==> src/design/doc_pkg.sv <==
// ----------------------------------------------------------------------------
// date offset calculator package
// shared widths, calendar constants and the month length table
// ----------------------------------------------------------------------------
package doc_pkg;

    localparam int SPAN_DAY_BITS_DEF = 16;
    localparam int SPAN_FIELD_W      = 16;
    localparam int MON_W             = 6;
    localparam int YEAR_W            = 17;
    localparam int MONTHS            = 12;
    localparam int DAYS_PER_YEAR     = 365;
    localparam int YEAR_MAX          = 9999;

    typedef struct packed {
        logic done;
        logic out_of_range;
    } doc_status_t;

    // non-leap month lengths, index 0 is january
    function automatic logic [4:0] month_len(input logic [3:0] idx);
        logic [4:0] len;
        case (idx)
            4'd0:    len = 5'd31;
            4'd1:    len = 5'd28;
            4'd2:    len = 5'd31;
            4'd3:    len = 5'd30;
            4'd4:    len = 5'd31;
            4'd5:    len = 5'd30;
            4'd6:    len = 5'd31;
            4'd7:    len = 5'd31;
            4'd8:    len = 5'd30;
            4'd9:    len = 5'd31;
            4'd10:   len = 5'd30;
            4'd11:   len = 5'd31;
            default: len = 5'd31;
        endcase
        return len;
    endfunction

endpackage

==> src/design/date_offset_calculator.sv <==
// ----------------------------------------------------------------------------
// date offset calculator
// adds a span of days, months and years to a date, or subtracts it, on a
// calendar with no leap years; month range, then whole years of days, then days month by month
// ----------------------------------------------------------------------------
//  channel   direction  tdata (low bit up)                          tuser
//  s_        in         day 5, month 4, year 14, span days 16,       operation
//                       span months 4, span years 14, pad 7
//  m_        out        day 5, month 4, year 14, out of range 1      -
//
//  a transaction runs through month wraps, then whole years of days, then
//  month carries or borrows; the single day adder in the step unit moves
//  one step per cycle. s_tready is high only while idle. a finished result
//  waits in the output register; a following transaction is accepted and
//  held there at its end until the output register frees. reset is sync.
// ----------------------------------------------------------------------------
module date_offset_calculator #(
    parameter int SPAN_DAY_BITS = doc_pkg::SPAN_DAY_BITS_DEF
) (
    input  logic        aclk,
    input  logic        aresetn,
    input  logic        s_tvalid,
    output logic        s_tready,
    input  logic [63:0] s_tdata,  // start_day, start_month, start_year, span_days,
                                  // span_months, span_years
    input  logic        s_tuser,  // operation
    output logic        m_tvalid,
    input  logic        m_tready,
    output logic [23:0] m_tdata   // result_day, result_month, result_year, out_of_range
);
    import doc_pkg::*;

    localparam int USED_W = (SPAN_DAY_BITS < SPAN_FIELD_W) ? SPAN_DAY_BITS : SPAN_FIELD_W;
    localparam int DAY_W  = USED_W + 2;

    typedef enum logic {
        ST_IDLE,
        ST_RUN
    } state_t;

    state_t                    state_reg, state_next;
    logic signed [DAY_W-1:0]   day_reg, day_next;
    logic signed [MON_W-1:0]   mon_reg, mon_next;
    logic signed [YEAR_W-1:0]  year_reg, year_next;
    logic                      m_tvalid_reg, m_tvalid_next;
    logic        [23:0]        m_tdata_reg, m_tdata_next;

    logic signed [DAY_W-1:0]   day_step;
    logic signed [MON_W-1:0]   mon_step;
    logic signed [YEAR_W-1:0]  year_step;
    logic        [13:0]        year_clamp;
    doc_status_t               status;

    logic signed [DAY_W-1:0]   in_day, in_span_day;
    logic signed [MON_W-1:0]   in_mon, in_span_mon;
    logic signed [YEAR_W-1:0]  in_year, in_span_year;
    logic                      in_accept;
    logic                      out_free;

    assign in_accept    = s_tvalid && s_tready;
    assign out_free     = !m_tvalid_reg || m_tready;

    assign in_day       = $signed({{(DAY_W-5){1'b0}}, s_tdata[4:0]});
    assign in_mon       = $signed({{(MON_W-4){1'b0}}, s_tdata[8:5]});
    assign in_year      = $signed({{(YEAR_W-14){1'b0}}, s_tdata[22:9]});
    assign in_span_day  = $signed({2'b00, s_tdata[23 +: USED_W]});
    assign in_span_mon  = $signed({{(MON_W-4){1'b0}}, s_tdata[42:39]});
    assign in_span_year = $signed({{(YEAR_W-14){1'b0}}, s_tdata[56:43]});

    doc_step_unit #(
        .DAY_W (DAY_W)
    ) u_step (
        .day_i        (day_reg),
        .mon_i        (mon_reg),
        .year_i       (year_reg),
        .day_o        (day_step),
        .mon_o        (mon_step),
        .year_o       (year_step),
        .year_clamp_o (year_clamp),
        .status_o     (status)
    );

    always_comb begin
        state_next    = state_reg;
        day_next      = day_reg;
        mon_next      = mon_reg;
        year_next     = year_reg;
        m_tdata_next  = m_tdata_reg;
        m_tvalid_next = m_tvalid_reg && !m_tready;
        case (state_reg)
            ST_IDLE: begin
                if (in_accept) begin
                    if (s_tuser) begin
                        day_next  = in_day - in_span_day;
                        mon_next  = in_mon - in_span_mon;
                        year_next = in_year - in_span_year;
                    end else begin
                        day_next  = in_day + in_span_day;
                        mon_next  = in_mon + in_span_mon;
                        year_next = in_year + in_span_year;
                    end
                    state_next = ST_RUN;
                end
            end
            ST_RUN: begin
                if (!status.done) begin
                    day_next  = day_step;
                    mon_next  = mon_step;
                    year_next = year_step;
                end else if (out_free) begin
                    m_tdata_next  = {status.out_of_range, year_clamp, mon_reg[3:0],
                                     day_reg[4:0]};
                    m_tvalid_next = 1'b1;
                    state_next    = ST_IDLE;
                end
            end
            default: begin
                state_next = ST_IDLE;
            end
        endcase
    end

    always_ff @(posedge aclk) begin
        if (!aresetn) begin
            state_reg    <= ST_IDLE;
            m_tvalid_reg <= 1'b0;
        end else begin
            state_reg    <= state_next;
            m_tvalid_reg <= m_tvalid_next;
        end
        day_reg     <= day_next;
        mon_reg     <= mon_next;
        year_reg    <= year_next;
        m_tdata_reg <= m_tdata_next;
    end

    assign s_tready = (state_reg == ST_IDLE);
    assign m_tvalid = m_tvalid_reg;
    assign m_tdata  = m_tdata_reg;

endmodule

==> src/design/doc_step_unit.sv <==
// ----------------------------------------------------------------------------
// date offset step unit
// one normalization step per call: month wrap, year of days, month carry
// or month borrow, through a single day adder; also clamps the final year
// ----------------------------------------------------------------------------
module doc_step_unit #(
    parameter int DAY_W = doc_pkg::SPAN_DAY_BITS_DEF + 2
) (
    input  logic signed [DAY_W-1:0]          day_i,
    input  logic signed [doc_pkg::MON_W-1:0]  mon_i,
    input  logic signed [doc_pkg::YEAR_W-1:0] year_i,
    output logic signed [DAY_W-1:0]          day_o,
    output logic signed [doc_pkg::MON_W-1:0]  mon_o,
    output logic signed [doc_pkg::YEAR_W-1:0] year_o,
    output logic        [13:0]               year_clamp_o,
    output doc_pkg::doc_status_t             status_o
);
    import doc_pkg::*;

    localparam logic signed [MON_W-1:0]  MON_TOP   = MON_W'(MONTHS);
    localparam logic signed [MON_W-1:0]  MON_ONE   = MON_W'(1);
    localparam logic signed [DAY_W-1:0]  DAY_YEAR  = DAY_W'(DAYS_PER_YEAR);
    localparam logic signed [DAY_W-1:0]  DAY_NYEAR = -DAY_W'(DAYS_PER_YEAR);
    localparam logic signed [DAY_W-1:0]  DAY_ONE   = DAY_W'(1);
    localparam logic signed [YEAR_W-1:0] YEAR_ONE  = YEAR_W'(1);
    localparam logic signed [YEAR_W-1:0] YEAR_TOP  = YEAR_W'(YEAR_MAX);
    localparam logic signed [YEAR_W-1:0] YEAR_ZERO = '0;

    logic        [4:0]              cur_len;
    logic        [4:0]              prev_len;
    logic signed [MON_W-1:0]        prev_mon;
    logic signed [DAY_W-1:0]        cur_len_s;
    logic signed [DAY_W-1:0]        prev_len_s;
    logic signed [DAY_W-1:0]        addend;
    logic                           done;

    assign cur_len    = month_len(mon_i[3:0] - 4'd1);
    assign prev_mon   = (mon_i == MON_ONE) ? MON_TOP : mon_i - MON_ONE;
    assign prev_len   = month_len(prev_mon[3:0] - 4'd1);
    assign cur_len_s  = $signed({{(DAY_W-5){1'b0}}, cur_len});
    assign prev_len_s = $signed({{(DAY_W-5){1'b0}}, prev_len});

    always_comb begin
        addend = '0;
        mon_o  = mon_i;
        year_o = year_i;
        done   = 1'b0;
        if (mon_i > MON_TOP) begin
            mon_o  = mon_i - MON_TOP;
            year_o = year_i + YEAR_ONE;
        end else if (mon_i < MON_ONE) begin
            mon_o  = mon_i + MON_TOP;
            year_o = year_i - YEAR_ONE;
        end else if (day_i > DAY_YEAR) begin
            addend = DAY_NYEAR;
            year_o = year_i + YEAR_ONE;
        end else if (day_i < DAY_NYEAR) begin
            addend = DAY_YEAR;
            year_o = year_i - YEAR_ONE;
        end else if (day_i > cur_len_s) begin
            addend = -cur_len_s;
            if (mon_i == MON_TOP) begin
                mon_o  = MON_ONE;
                year_o = year_i + YEAR_ONE;
            end else begin
                mon_o = mon_i + MON_ONE;
            end
        end else if (day_i < DAY_ONE) begin
            addend = prev_len_s;
            mon_o  = prev_mon;
            if (mon_i == MON_ONE) begin
                year_o = year_i - YEAR_ONE;
            end
        end else begin
            done = 1'b1;
        end
        day_o = day_i + addend;
    end

    always_comb begin
        status_o.done = done;
        if (year_i < YEAR_ZERO) begin
            year_clamp_o          = '0;
            status_o.out_of_range = 1'b1;
        end else if (year_i > YEAR_TOP) begin
            year_clamp_o          = YEAR_TOP[13:0];
            status_o.out_of_range = 1'b1;
        end else begin
            year_clamp_o          = year_i[13:0];
            status_o.out_of_range = 1'b0;
        end
    end

endmodule

==> config.mk <==
export PLATFORM = sky130hd
export DESIGN_NAME = date_offset_calculator
export DESIGN_NICKNAME = d
export VERILOG_FILES = /design/src/design/doc_pkg.sv /design/src/design/date_offset_calculator.sv /design/src/design/doc_step_unit.sv
export SDC_FILE = /design/constraint.sdc
export NUM_CORES = 1
export LEC_CHECK = 0
export BUFFER_PORTS_ARGS = -buffer_cell sky130_fd_sc_hd__buf_4
export CORE_ASPECT_RATIO = 1.1
export CORE_UTILIZATION = 60
export CTS_CLUSTER_DIAMETER = 40
export CTS_CLUSTER_SIZE = 14
export DETAILED_ROUTE_END_ITERATION = 12
export PLACE_DENSITY = 0.83
export SLEW_MARGIN = 5
export SYNTH_ARGS = -nofsm -noshare
export SYNTH_HDL_FRONTEND = slang
export SYNTH_SLANG_ARGS = --single-unit
==> constraint.sdc <==
create_clock -name aclk -period 5.7 [get_ports aclk]
set_clock_uncertainty 0.1 [all_clocks]
set_input_delay 1.14 -clock aclk [delete_from_list [all_inputs] [get_ports aclk]]
set_output_delay 1.14 -clock aclk [all_outputs]
set_load 0.02 [all_outputs]
======== After elaboration in Yosys (flattened, before gate mapping) ========
Memory sizes are Yosys's and may differ from the RTL's.
Cells that the tools add are included.
operators by class
  $add $sub $neg .......................... 16
  magnitude comparators ................... 8
  equal/unequal tests ..................... 10
  muxes and demuxes ....................... 49
  bitwise gates (word level) .............. 1
  reductions and logical operators ........ 10
operator list
  kind                                                                            count
  17-bit two-way mux                                                              11
  18-bit two-way mux                                                              8
  6-bit two-way mux                                                               11
  18-bit case mux with 2 select lines                                             1
  17-bit case mux with 2 select lines                                             1
  18-bit adder                                                                    1
  18-bit by 10-bit > comparator with 1-bit output, second input constant          1
  18-bit by 6-bit > comparator with 1-bit output                                  1
  18-bit by 10-bit less-than comparator with 1-bit output, second input constant  1
  18-bit by 2-bit less-than comparator with 1-bit output, second input constant   1
  5-bit negator with 18-bit output                                                1
  17-bit by 2-bit adder with 17-bit output, second input constant                 1
  5-bit by 16-bit adder with 17-bit output                                        1
  17-bit by 15-bit > comparator with 1-bit output, second input constant          1
  17-bit by 1-bit less-than comparator with 1-bit output, second input constant   1
  17-bit by 2-bit subtractor with 17-bit output, second input constant            1
  5-bit by 16-bit subtractor with 17-bit output                                   1
  14-bit by 14-bit adder with 15-bit output                                       1
  14-bit by 14-bit subtractor with 15-bit output                                  1
  14-bit two-way mux                                                              1
  7-bit by 1-bit inequality test with 1-bit output, second input constant         2
  1-bit two-way mux                                                               13
  6-bit case mux with 2 select lines                                              1
  5-bit AND reduction                                                             2
  other kinds (25)                                                                29
word-level totals
  flip-flop bits (word level) ............. 67
  bits in read-only memories .............. 64
  logic and storage cells ................. 104
  memories ................................ 2
memories
  memory            depth  width  rd ports  clocked after memory_dff  write ports  line           text
  (name not given)  16     2      1         0                         0            doc_pkg.sv:23  case (idx)
  (name not given)  16     2      1         0                         0            doc_pkg.sv:23

======== Longest topological paths before layout ========
An unclocked memory read counts as a cell.
  depth after elaboration ................. 13
  depth in mapped cells ................... 25

======== Cells and area by module ========
From an unflattened synthesis, not the netlist that was laid out.
unflattened totals
  cell total of the unflattened synthesis .. 1,015
  area total of the unflattened synthesis .. 8,259.2 um2
by module, submodules not included
  module                  times used  cells an instance  area an instance (um2)
  date_offset_calculator  1           551                5,227.5
  doc_step_unit           1           464                3,031.7

======== Worst setup path after synthesis ========
OpenSTA, ideal clock, no wires.
  path kind ............................... register -> register
  start ................................... register mon_reg[0]
  end ..................................... register day_reg[13] (data pin)
  library setup time ...................... 260 ps
  arrival time ............................ 4,700 ps
  required time ........................... 5,340 ps
  setup slack ............................. 640 ps
  stages on the path, launching flop included .. 23
  path buffers ............................ 2
  period minus slack after synthesis ...... 5,060 ps
  cell sequence ........................... edfxtp_1 clkbuf_1 inv_1 ha_1 buf_6 xnor2_1 o21ai_0 a221oi_1 inv_1 ha_1 nand2b_1 a221o_1 a21oi_1 a211oi_1 nor3_1 ha_1 a21oi_1 o211ai_1 o21a_1 a21o_1 a21oi_1 xnor2_1 mux2_2
between the ends
  word-level cells in the longest chain between the ends .. 13
RTL lines
  what                                                                                                           line                           text
  start, declared                                                                                                date_offset_calculator.sv:43   logic signed [MON_W-1:0] mon_reg, mon_next;
  start signal, assigned                                                                                         date_offset_calculator.sv:132  mon_reg <= mon_next;
  6-bit by 2-bit subtractor with 6-bit output or 6-bit by 2-bit equality test with 1-bit output (tied branches)  doc_step_unit.sv:38            assign prev_mon = (mon_i == MON_ONE) ? MON_TOP : mon_i - MON_ONE;
  6-bit two-way mux                                                                                              doc_step_unit.sv:38
  4-bit by 1-bit subtractor with 4-bit output                                                                    doc_step_unit.sv:39            assign prev_len = month_len(prev_mon[3:0] - 4'd1);
  memory read 16 x 2 bit                                                                                         -
  5-bit two-way mux                                                                                              doc_step_unit.sv:68            end else if (day_i < DAY_ONE) begin
  18-bit two-way mux                                                                                             doc_step_unit.sv:60            end else if (day_i > cur_len_s) begin
  18-bit two-way mux                                                                                             doc_step_unit.sv:57            end else if (day_i < DAY_NYEAR) begin
  18-bit two-way mux                                                                                             doc_step_unit.sv:54            end else if (day_i > DAY_YEAR) begin
  18-bit two-way mux                                                                                             doc_step_unit.sv:51            end else if (mon_i < MON_ONE) begin
  18-bit two-way mux (*)                                                                                         doc_step_unit.sv:48            if (mon_i > MON_TOP) begin
  18-bit adder (*)                                                                                               doc_step_unit.sv:77            day_o = day_i + addend;
  18-bit two-way mux (*)                                                                                         date_offset_calculator.sv:106  if (!status.done) begin
  18-bit case mux with 2 select lines (*)                                                                        date_offset_calculator.sv:90   case (state_reg)
  via day_next[13]                                                                                               date_offset_calculator.sv:42   logic signed [DAY_W-1:0] day_reg, day_next;
  end signal, assigned                                                                                           date_offset_calculator.sv:131  day_reg <= day_next;
  end, declared                                                                                                  date_offset_calculator.sv:42
The timed path passes the listed nets; every way through them passes the cells marked *. The select of a mux whose other input is x is not followed.
A chain may end at the register's enable or synchronous reset.

======== Final worst setup path ========
  start ................................... register mon_reg[1]
  end ..................................... register day_reg[10] (data pin)
Same word-level chain as after synthesis.

==> impl_metrics.csv <==
group,metric,value,unit
global_routing,grt_pass1_vias,6471,
detailed_routing,drc,0,
floorplanning,num_rows,41,
sta,slew_headroom,47.8,%
worst_hold_path,hp-class,"flop to flop",
floorplanning,start_util,61.9,%
cts,tritoncts,"built",
synthesis,avgSynthCellArea,8.60,um2
synthesis,synth_edf_count,65,
pwr,power_density,277,nW/um2
global_routing,grt_max_degree,49,
placed_design,portBuffers,87,
detailed_routing,antenna_left,0,
detailed_routing,viasPerCell,6.30,
finish,area_growth,15.6,%
sta,fin_tns_setup,0,ns
floorplanning,die_w,106,um
synthesis,yosysSeqAreaShare,27.9,%
sta,finalSetupViolations,0,
pwr,p_leak,3.50,nW
placed_design,hpwl,14.0,mm
finish,largest_reg_flops,24,
synthesis,ys_ff_latch,67,
cts,holdBufCountCts,0,
placed_design,gp_congestion,0.966,
sta,max_clock_freq,0.189,GHz
status,outcome,"finished, final reports clean",
sta,rsz0062_at_grt,"false",
synthesis,syn_nets,982,
detailed_routing,drt_first_iter_violations,608,
finish,layout-drive-gt1-share,15.9,%
pwr,ir_drop,0.156,mV
worst_setup_path,crit_required,5.68,ns
global_routing,gr-usage-all-layers,30.6,%
floorplanning,die_area,12400,um2
floorplanning,pin_count,95,
finish,final_nets,1058,
sta,slew_violations,0,
worst_setup_path,crit_slowest_cell,"edfxtp_1",
synthesis,synth_top_flop_cell,"edfxtp_1",
worst_setup_path,worstPathCellList,"inv_1 > ha_2 > inv_1 > o21ai_0 > o21ai_0 > a221oi_2 > inv_1 > ha_1 > a221o_1 > a21o_1 > nor2_1 > o41a_1 > ha_1 > fa_1 > a21o_1 > nand4_1 > a31oi_1 > buf_4 > a21o_1 > a21oi_1 > xor2_1 > mux2i_1",
finish,utilization,71.6,%
cts,h-tree-depth,3,
cts,cts_inserted_buffers,9,
synthesis,synth_warnings,0,
global_routing,grt_pass1_wl,30.2,mm
sta,tightestPinTransition,0.781,ns
synthesis,async_reset_ff_share,0,%
synthesis,synth_cell_types,73,
worst_setup_path,timing_worst_setup_path_type,"flop to flop",
worst_setup_path,max_stage_delay,0.49,ns
sta,finalHoldViolations,0,
global_routing,antenna_found_initial,0,
cts,cts_buffer_depth,2,
finish,diodes,0,
cts,insertion_delay,0.34,ns
worst_setup_path,cp_max_fo,10,
floorplanning,dieHeight,116,um
detailed_routing,vias,6694,
cts,cts.sinks,67,
cts,clkTransAtPathRegs,0.05,ns
placed_design,placed_cell_area,7930,um2
cts,clockRootBuffer,"clkbuf_16",
sta,period_share,92.9,%
worst_setup_path,arrival,5.28,ns
detailed_routing,wl_per_cell,17.2,um
worst_setup_path,start_kind,"flop",
global_routing,gr-total-overflow,0,
synthesis,postSynthCellCount,831,
detailed_routing,drt_wl_total,18.3,mm
run,drv_cap,0,
finish,fin_area,8260,um2
worst_setup_path,cp-end-kind,"flop",
floorplanning,core-area,11500,um2
sta,post-route-min-period,5.30,ns
detailed_routing,first_pass_iters,5,
synthesis,syn_area,7150,um2
worst paths after layout:
path / from / to / slack, ns / cells past startpoint
hold / removal: m_tvalid / m_tvalid / 0.44 / 2
setup reg to reg: mon_reg[1] / day_reg[10] / 0.40 / 22
hold reg to reg: m_tvalid / m_tvalid / 0.44 / 2
setup / recovery: mon_reg[1] / day_reg[10] / 0.40 / 22
layer usage:
layer | wire [um] | global-route usage, %
met5 | 0 | 0
met4 | 391 | 11.6
met3 | 1300 | 4.91
met2 | 8640 | 51.1
met1 | 7960 | 40.1
cells in the mapped netlist, types with 13 or more instances:
master,number,share of area [%]
nor2_1,81,4.3
ha_1,75,13
a21oi_1,67,4.7
edfxtp_1,65,27
inv_1,65,3.4
o21ai_0,52,3.6
xnor2_1,43,5.3
nand2_1,36,1.9
clkbuf_1,23,1.2
nor3_1,23,1.6
mux2i_1,17,2.4
xor2_1,17,2.1
nand3_1,16,1.1
a31oi_1,14,1.2
and2_1,14,1.2
a211oi_1,13,1.4
nor2b_1,13,1.1
cells by family after synthesis:
logic type,count (synthesis),share of synthesized area (%)
and+or+nand+nor,252,18.0
DFF,67,27.9
buffers and inverters,98,5.46
AOI/OAI and AO/OA,249,22.9
xor gates and xnor gates,60,7.35
muxes,23,3.33
adders and majority gates,82,15.1
cell type report:
type / count / area (um2)
Multi-Input combinational cell: 666 / 4780
Inverter: 65 / 244
Tap cell: 150 / 188
Fill cell: 918 / 3280
Timing Repair Buffer: 98 / 736
Sequential cell: 67 / 1990
Clock buffer: 9 / 225
Clock inverter: 7 / 92.6
power by group:
part	internal (mW)	switching [mW]	total, mW
registers	0.642	0.108	0.751
logic	0.405	0.538	0.943
clock network	0.381	0.212	0.593
per-stage QoR:
step	setup WS (ns)	power, mW	instances	hold slack [ns]
3_3_place_gp	0.434	1.62	1046	0.393
5_1_grt	0.0768	2.41	1062	0.455
6_report	0.403	2.29	1062	0.440
2_1_floorplan	0.640	1.42	831	0.352
3_5_place_dp	0.275	1.66	1046	0.422
4_1_cts	0.254	2.26	1062	0.436
repair_timing:
| action | in CTS | in global routing |
|---|---|---|
| gates resized for setup | 0 | 2 |
| setup endpoints to repair | 0 | 7 |
| buffers inserted | 0 | 0 |
cell usage in the layout (no fill, tap or decap), drive strengths merged, types with 9 or more instances in the layout:
master,netlist,layout
o21ai,53,53
o21a,10,10
a21oi,67,67
nor2,81,81
a31oi,14,14
or3,9,9
mux2i,17,17
nor4,9,9
xor2,17,17
o22ai,9,9
ha,75,75
nor3,25,25
clkbuf,23,9
nand2,36,36
nand3,16,16
buf,10,98
xnor2,43,43
a211oi,14,14
inv,65,65
and2,14,14
nor2b,13,13
edfxtp,65,65
worst max-delay path: cells and delay by family, from the launching register on:
family,cells,cell delay [ns]
AO/OA/AOI/OAI,10,2.21
XOR/XNOR,1,0.20
adder cells (fa/ha/maj),4,1.24
buffers and inverters,4,0.52
flip-flops,1,0.49
multiplexers,1,0.09
AND/OR/NAND/NOR,2,0.20
Power figures use the tool's default switching activity.
